===== src/sv/sdld_pkg.sv =====
`default_nettype none

package sdld_pkg;

  // Display geometry
  localparam int unsigned NumSectionsDefault = 2;
  localparam int unsigned ColumnsPerSection  = 16;
  localparam int unsigned ColumnW            = 4;

  // Request kinds
  localparam logic ReqColumnLatch = 1'b0;
  localparam logic ReqSegmentWrite = 1'b1;

  // Half selects
  localparam logic HalfUpper = 1'b0;
  localparam logic HalfLower = 1'b1;

  localparam logic [6:0] AsciiDash = 7'h2D;

  typedef logic [15:0] seg_word_t;
  typedef logic [6:0]  ascii_t;

  // Map a sixteen-segment pattern to the character it shows
  function automatic ascii_t decode_glyph(input seg_word_t word);
    ascii_t ch;
    unique case (word)
      16'h0000: ch = 7'h20;  // blank
      16'h3F00: ch = 7'h30;
      16'h0600: ch = 7'h31;
      16'h5B08: ch = 7'h32;
      16'h4F08: ch = 7'h33;
      16'h6608: ch = 7'h34;
      16'h6D08: ch = 7'h35;
      16'h7D08: ch = 7'h36;
      16'h0700: ch = 7'h37;
      16'h7F08: ch = 7'h38;
      16'h6F08: ch = 7'h39;
      16'h7708: ch = 7'h41;
      16'h0F2A: ch = 7'h42;
      16'h3900: ch = 7'h43;
      16'h0F22: ch = 7'h44;
      16'h7908: ch = 7'h45;
      16'h7108: ch = 7'h46;
      16'h3D08: ch = 7'h47;
      16'h7608: ch = 7'h48;
      16'h0922: ch = 7'h49;
      16'h1E00: ch = 7'h4A;
      16'h7014: ch = 7'h4B;
      16'h3800: ch = 7'h4C;
      16'h3605: ch = 7'h4D;
      16'h3611: ch = 7'h4E;
      16'h7308: ch = 7'h50;
      16'h3F10: ch = 7'h51;
      16'h7318: ch = 7'h52;
      16'h0122: ch = 7'h54;
      16'h3E00: ch = 7'h55;
      16'h3044: ch = 7'h56;
      16'h3E20: ch = 7'h57;
      16'h0055: ch = 7'h58;
      16'h0025: ch = 7'h59;
      16'h0944: ch = 7'h5A;
      default:  ch = AsciiDash;
    endcase
    return ch;
  endfunction

endpackage

`default_nettype wire


===== src/sv/segment_display_latch_decoder_top.sv =====
`default_nettype none

// Channel  Direction  Handshake               Payload
// in       input      in_valid_i / in_ready_o  req_type, column_select, section,
//                                              half_select, data_byte
// out      output     out_valid_o / out_ready_i out_column, out_section, char_code
//
// One transfer per cycle in while in_ready_o is high, one result at most per write.
// From input transfer to result an item passes the registered segment store read,
// then merge, decode and the result register.
// Reset clears the latched column and marks every store entry blank at once
// through per-entry valid bits; no clearing pass.
// A waiting result stalls the merge stage; input is still taken while the merge
// stage is empty or moving.
module segment_display_latch_decoder_top #(
  parameter int unsigned NUM_SECTIONS = sdld_pkg::NumSectionsDefault
) (
  input  wire logic                         clk_i,
  input  wire logic                         rst_ni,
  input  wire logic                         in_valid_i,
  output      logic                         in_ready_o,
  input  wire logic                         req_type_i,
  input  wire logic [sdld_pkg::ColumnW-1:0] column_select_i,
  input  wire logic                         section_i,
  input  wire logic                         half_select_i,
  input  wire logic [7:0]                   data_byte_i,
  output      logic                         out_valid_o,
  input  wire logic                         out_ready_i,
  output      logic [sdld_pkg::ColumnW-1:0] out_column_o,
  output      logic                         out_section_o,
  output      logic [6:0]                   char_code_o
);

  localparam int unsigned Depth = NUM_SECTIONS * sdld_pkg::ColumnsPerSection;
  localparam int unsigned AddrW = $clog2(Depth);

  // Segment store and its blank marks
  sdld_pkg::seg_word_t mem [Depth];
  logic [Depth-1:0]    written_q;

  logic [sdld_pkg::ColumnW-1:0] column_q;

  // Merge stage
  logic                         s1_valid_q;
  logic [AddrW-1:0]             s1_addr_q;
  logic [sdld_pkg::ColumnW-1:0] s1_column_q;
  logic                         s1_section_q;
  logic                         s1_half_q;
  logic [7:0]                   s1_byte_q;
  sdld_pkg::seg_word_t          rd_data_q;
  logic                         rd_written_q;
  logic                         fwd_hit_q;
  sdld_pkg::seg_word_t          fwd_data_q;

  // Result register
  logic                         out_valid_q;
  logic [sdld_pkg::ColumnW-1:0] out_column_q;
  logic                         out_section_q;
  sdld_pkg::ascii_t             out_char_q;

  logic                in_xfer;
  logic                is_write;
  logic                sec_ok;
  logic [AddrW-1:0]    rd_addr;
  logic                s1_adv;
  sdld_pkg::seg_word_t old_word;
  sdld_pkg::seg_word_t new_word;
  logic                changed;
  logic                do_write;

  assign s1_adv     = !out_valid_q || out_ready_i;
  assign in_ready_o = !s1_valid_q || s1_adv;
  assign in_xfer    = in_valid_i && in_ready_o;
  assign is_write   = (req_type_i == sdld_pkg::ReqSegmentWrite);
  assign sec_ok     = (32'(section_i) < NUM_SECTIONS);
  assign rd_addr    = AddrW'(32'(section_i) * sdld_pkg::ColumnsPerSection + 32'(column_q));

  // Pick the current word: last write to the same entry, the store, or blank if never written
  always_comb begin
    if (fwd_hit_q) begin
      old_word = fwd_data_q;
    end else if (rd_written_q) begin
      old_word = rd_data_q;
    end else begin
      old_word = '0;
    end
    // Merge the byte, drop period and comma of the old word
    if (s1_half_q == sdld_pkg::HalfUpper) begin
      new_word = {s1_byte_q, 1'b0, old_word[6:0]};
    end else begin
      new_word = {1'b0, old_word[14:8], s1_byte_q};
    end
  end

  assign changed  = (new_word != old_word);
  assign do_write = s1_valid_q && s1_adv && changed;

  // Latch column select
  always_ff @(posedge clk_i or negedge rst_ni) begin
    if (!rst_ni) begin
      column_q <= '0;
    end else if (in_xfer && !is_write) begin
      column_q <= column_select_i;
    end
  end

  // Store write and registered read
  always_ff @(posedge clk_i) begin
    if (do_write) begin
      mem[s1_addr_q] <= new_word;
    end
    if (in_xfer) begin
      rd_data_q <= mem[rd_addr];
    end
  end

  always_ff @(posedge clk_i or negedge rst_ni) begin
    if (!rst_ni) begin
      written_q <= '0;
    end else if (do_write) begin
      written_q[s1_addr_q] <= 1'b1;
    end
  end

  // Advance the merge stage; forward only to a write that enters it
  always_ff @(posedge clk_i or negedge rst_ni) begin
    if (!rst_ni) begin
      s1_valid_q <= 1'b0;
      fwd_hit_q  <= 1'b0;
    end else if (in_ready_o) begin
      s1_valid_q <= in_xfer && is_write && sec_ok;
      fwd_hit_q  <= in_xfer && is_write && sec_ok && do_write && (s1_addr_q == rd_addr);
    end
  end

  always_ff @(posedge clk_i) begin
    if (in_xfer) begin
      s1_addr_q    <= rd_addr;
      s1_column_q  <= column_q;
      s1_section_q <= section_i;
      s1_half_q    <= half_select_i;
      s1_byte_q    <= data_byte_i;
      rd_written_q <= written_q[rd_addr];
      fwd_data_q   <= new_word;
    end
  end

  // Hold or load the result
  always_ff @(posedge clk_i or negedge rst_ni) begin
    if (!rst_ni) begin
      out_valid_q <= 1'b0;
    end else if (s1_adv) begin
      out_valid_q <= s1_valid_q && changed;
    end
  end

  always_ff @(posedge clk_i) begin
    if (do_write) begin
      out_column_q  <= s1_column_q;
      out_section_q <= s1_section_q;
      out_char_q    <= sdld_pkg::decode_glyph(new_word);
    end
  end

  assign out_valid_o   = out_valid_q;
  assign out_column_o  = out_column_q;
  assign out_section_o = out_section_q;
  assign char_code_o   = out_char_q;

  // Checks
  a_char_range: assert property (@(posedge clk_i) disable iff (!rst_ni)
    out_valid_q |-> (out_char_q >= 7'h20) && (out_char_q <= 7'h5A))
    else $error("result character out of range");

  a_stall_cause: assert property (@(posedge clk_i) disable iff (!rst_ni)
    !in_ready_o |-> s1_valid_q && out_valid_q && !out_ready_i)
    else $error("input stalled without a waiting result");

  a_fwd_needs_item: assert property (@(posedge clk_i) disable iff (!rst_ni)
    fwd_hit_q |-> s1_valid_q)
    else $error("forward hit with empty merge stage");

  a_result_source: assert property (@(posedge clk_i) disable iff (!rst_ni)
    $rose(out_valid_q) |-> $past(s1_valid_q))
    else $error("result without a merged write");

endmodule

`default_nettype wire


===== config.mk =====
export PLATFORM = sky130hd
export DESIGN_NAME = segment_display_latch_decoder_top
export DESIGN_NICKNAME = d
export VERILOG_FILES = /design/src/sv/sdld_pkg.sv /design/src/sv/segment_display_latch_decoder_top.sv
export SDC_FILE = /design/constraint.sdc
export NUM_CORES = 1
export LEC_CHECK = 0
export ABC_AREA = 1
export BUFFER_PORTS_ARGS = -buffer_cell sky130_fd_sc_hd__buf_4
export CAP_MARGIN = 40
export CORE_MARGIN = 8
export CORE_UTILIZATION = 55
export CTS_CLUSTER_DIAMETER = 80
export DETAILED_ROUTE_END_ITERATION = 16
export PLACE_DENSITY = 0.71
export SLEW_MARGIN = 20
export SYNTH_ARGS = -nofsm -noshare
export SYNTH_HDL_FRONTEND = slang
export SYNTH_SLANG_ARGS = --single-unit

===== constraint.sdc =====
create_clock -name clk_i -period 10.8 [get_ports clk_i]
set_clock_uncertainty 0.05 [all_clocks]
set_input_delay 2.16 -clock clk_i [delete_from_list [all_inputs] [get_ports clk_i]]
set_output_delay 2.16 -clock clk_i [all_outputs]
set_load 0.05 [all_outputs]

==> run metrics <==
outcome finished, final reports clean; leading area contributor after synthesis edfxtp_1; final setup violation count 0; Inserted Clock Buffers 59; pwr/cell area 202 nW/um^2; Pwr Total 5.81 mW; RSZ-0062 raised after global routing false; Worst EP required 8.59 ns; Post-Layout Cell Count 2,831; global-route wire length before repair 103 mm; Area Overhead vs Synth 12.4%; area share of the largest cell type after synthesis 67.0%; final worst-path cycle share 47.2%; Cells after Synth 2,150; clk root buf clkbuf_16; setup TNS 0 ns; post-synthesis sequential area ratio 70.8%; largest net degree at the start of global routing 103; Via density 6.22; GPL Wtd Cong 0.900; Sink Count 610; Resize count post-CTS 0; Iteration-0 DRC Markers 2,276; Yosys cell types 36; clk_lat worst skew 0.63 ns; Rows 79; placed insts 2,713; Hold Buf Count CTS 0; post-CTS setup buffer count 0; kind of end point of the critical path output port; Die Ht 232 um; worst path arrival time 2.89 ns; Final Worst Setup Slack 5.70 ns; WL final 69.4 mm; final core occ 62.2%; Final Hold Fails 0; initial antenna violation count 1; vias in the first global route 16,600; I/O pins 33; total gr overflow 0; core area 46,300 um^2; flop2flop setup slack 6.21 ns; post-route ant nets 0; Hold Crit Class flop to flop; vias post-DR 17,600; Leak 9.92 nW; Setup CP Type input port to output port; nets@finish 2,192; TritonCTS clock tree yes; WL/cell 24.5 um; commonest cells after routing, fill and taps aside 571 x edfxtp_1, 410 x nor2_1, 305 x o21ai_0, 255 x nand2_1, 94 x o221ai_1; Initial Util 55.3%; fin crit period 5.10 ns; Synth warnings 0; HPWL after detailed placement 41.2 mm; ratio of cells with drive above 1 in the final layout 11.2%; Slew Viols, Final 0; H-tree depth 2; Place WS 5.71 ns; Peak VDD IR 215 uV; Die ar. 53,700 um^2; Tot GR Track Use 25.3%; commonest non-fill, non-tap cell in the layout edfxtp_1; Reg clk slew, reported paths 0.06 ns; die width 232 um; first drt pass iteration count 8; IO Port Bufs 32; Least-Margin Pin Slew 0.908 ns; max_cap viols 0; largest cells by area after synthesis edfxtp_1 67%, nor2_1 6.1%, o21ai_0 6.0%; relative slew slack 39.2%; critical path peak fanout 3; DRC violations left 0; clk buf depth 3; FMAX 196 MHz; Synthesized Nets 2,169; CP Launch Type input port; Mapped Area 25,600 um^2; FF+latch count, synth 610; Syn Area/Cell 11.9 um^2
flip-flops by register name, summed over array words and instances, names as in the netlist:
| name | flops |
|---|---|
| char_code_o | 7 |
| column_q | 4 |
| fwd_data_q | 16 |
| fwd_hit_q | 1 |
| mem | 512 |
| out_column_o | 4 |
| out_section_o | 1 |
| out_valid_o | 1 |
| rd_data_q | 16 |
| rd_written_q | 1 |
| s1_addr_q | 5 |
| s1_byte_q | 8 |
| s1_half_q | 1 |
| s1_valid_q | 1 |
| written_q | 32 |
final timing paths:
kind | startpoint | endpoint | cells after the start
max | out_ready_i | in_ready_o | 6
min | written_q[24]$_DFFE_PN0P_ | written_q[24]$_DFFE_PN0P_ | 2
max reg2reg | fwd_hit_q$_DFFE_PN0N_ | mem[26][9]$_DFFE_PP_ | 16
min reg2reg | written_q[24]$_DFFE_PN0P_ | written_q[24]$_DFFE_PN0P_ | 2
max in group asynchronous | rst_ni | column_q[0]$_DFFE_PN0P_ | 1
min in group asynchronous | rst_ni | written_q[29]$_DFFE_PN0P_ | 1
where the power goes:
group	leakage, nW	internal, mW	switching [mW]
registers	5.67	2.71	0.0484
logic	3.26	0.229	0.620
clock network	0.998	1.31	0.888
critical path, cell delays in order:
cell and delay (ns):
buf_4 0.11, nor2_1 0.14, inv_1 0.08, nor2_1 0.12, inv_1 0.08, buf_4 0.19
area by class of cell:
type	count	area, um^2
inverters	68	268
well taps	607	759
clock inverters	40	520
multi-input cells	1337	6600
flip-flops and latches	610	18100
clock buffers	70	1560
diodes	2	5.00
fillers	3525	17500
repair buffers	97	925
logic make-up after synthesis:
logic type                count (synthesis)  synth area share, %
DFF                                     610                 70.8
buffers and inverters                   203                 3.52
and+or+nand+nor                         807                 12.7
AOI/OAI and AO/OA                       512                 12.3
xor gates and xnor gates                 18                0.616
synthesized netlist by cell type, drive strengths merged:
library cell	instances
xor2	6
nand2	276
and2	3
edfxtp	571
dfrtp	39
buf	44
nor3	9
nor2	425
a32oi	13
nand4	4
a22oi	2
o211ai	7
o21ai	306
a21oi	14
o21bai	24
xnor2	12
clkbuf	91
nor3b	2
o22ai	35
nand3	86
inv	68
o221ai	94
nand3b	2
a31oi	17
metrics by stage:
step | area (um^2) | hold slack [ns]
detailed placement | 26600 | 0.396
floorplan | 25600 | 0.370
global route | 28800 | 0.413
global placement | 26400 | 0.389
CTS | 28600 | 0.411
finish | 28800 | 0.411
layer usage:
metal,part of all wire (%),vias up,global-route usage [%]
met2,46,938,38.7
met5,0,-,0
met1,39,8652,34.8
li1,-,7861,-
met3,10,160,5.56
met4,4.3,0,11.2
(Power assumes the default switching activity.)
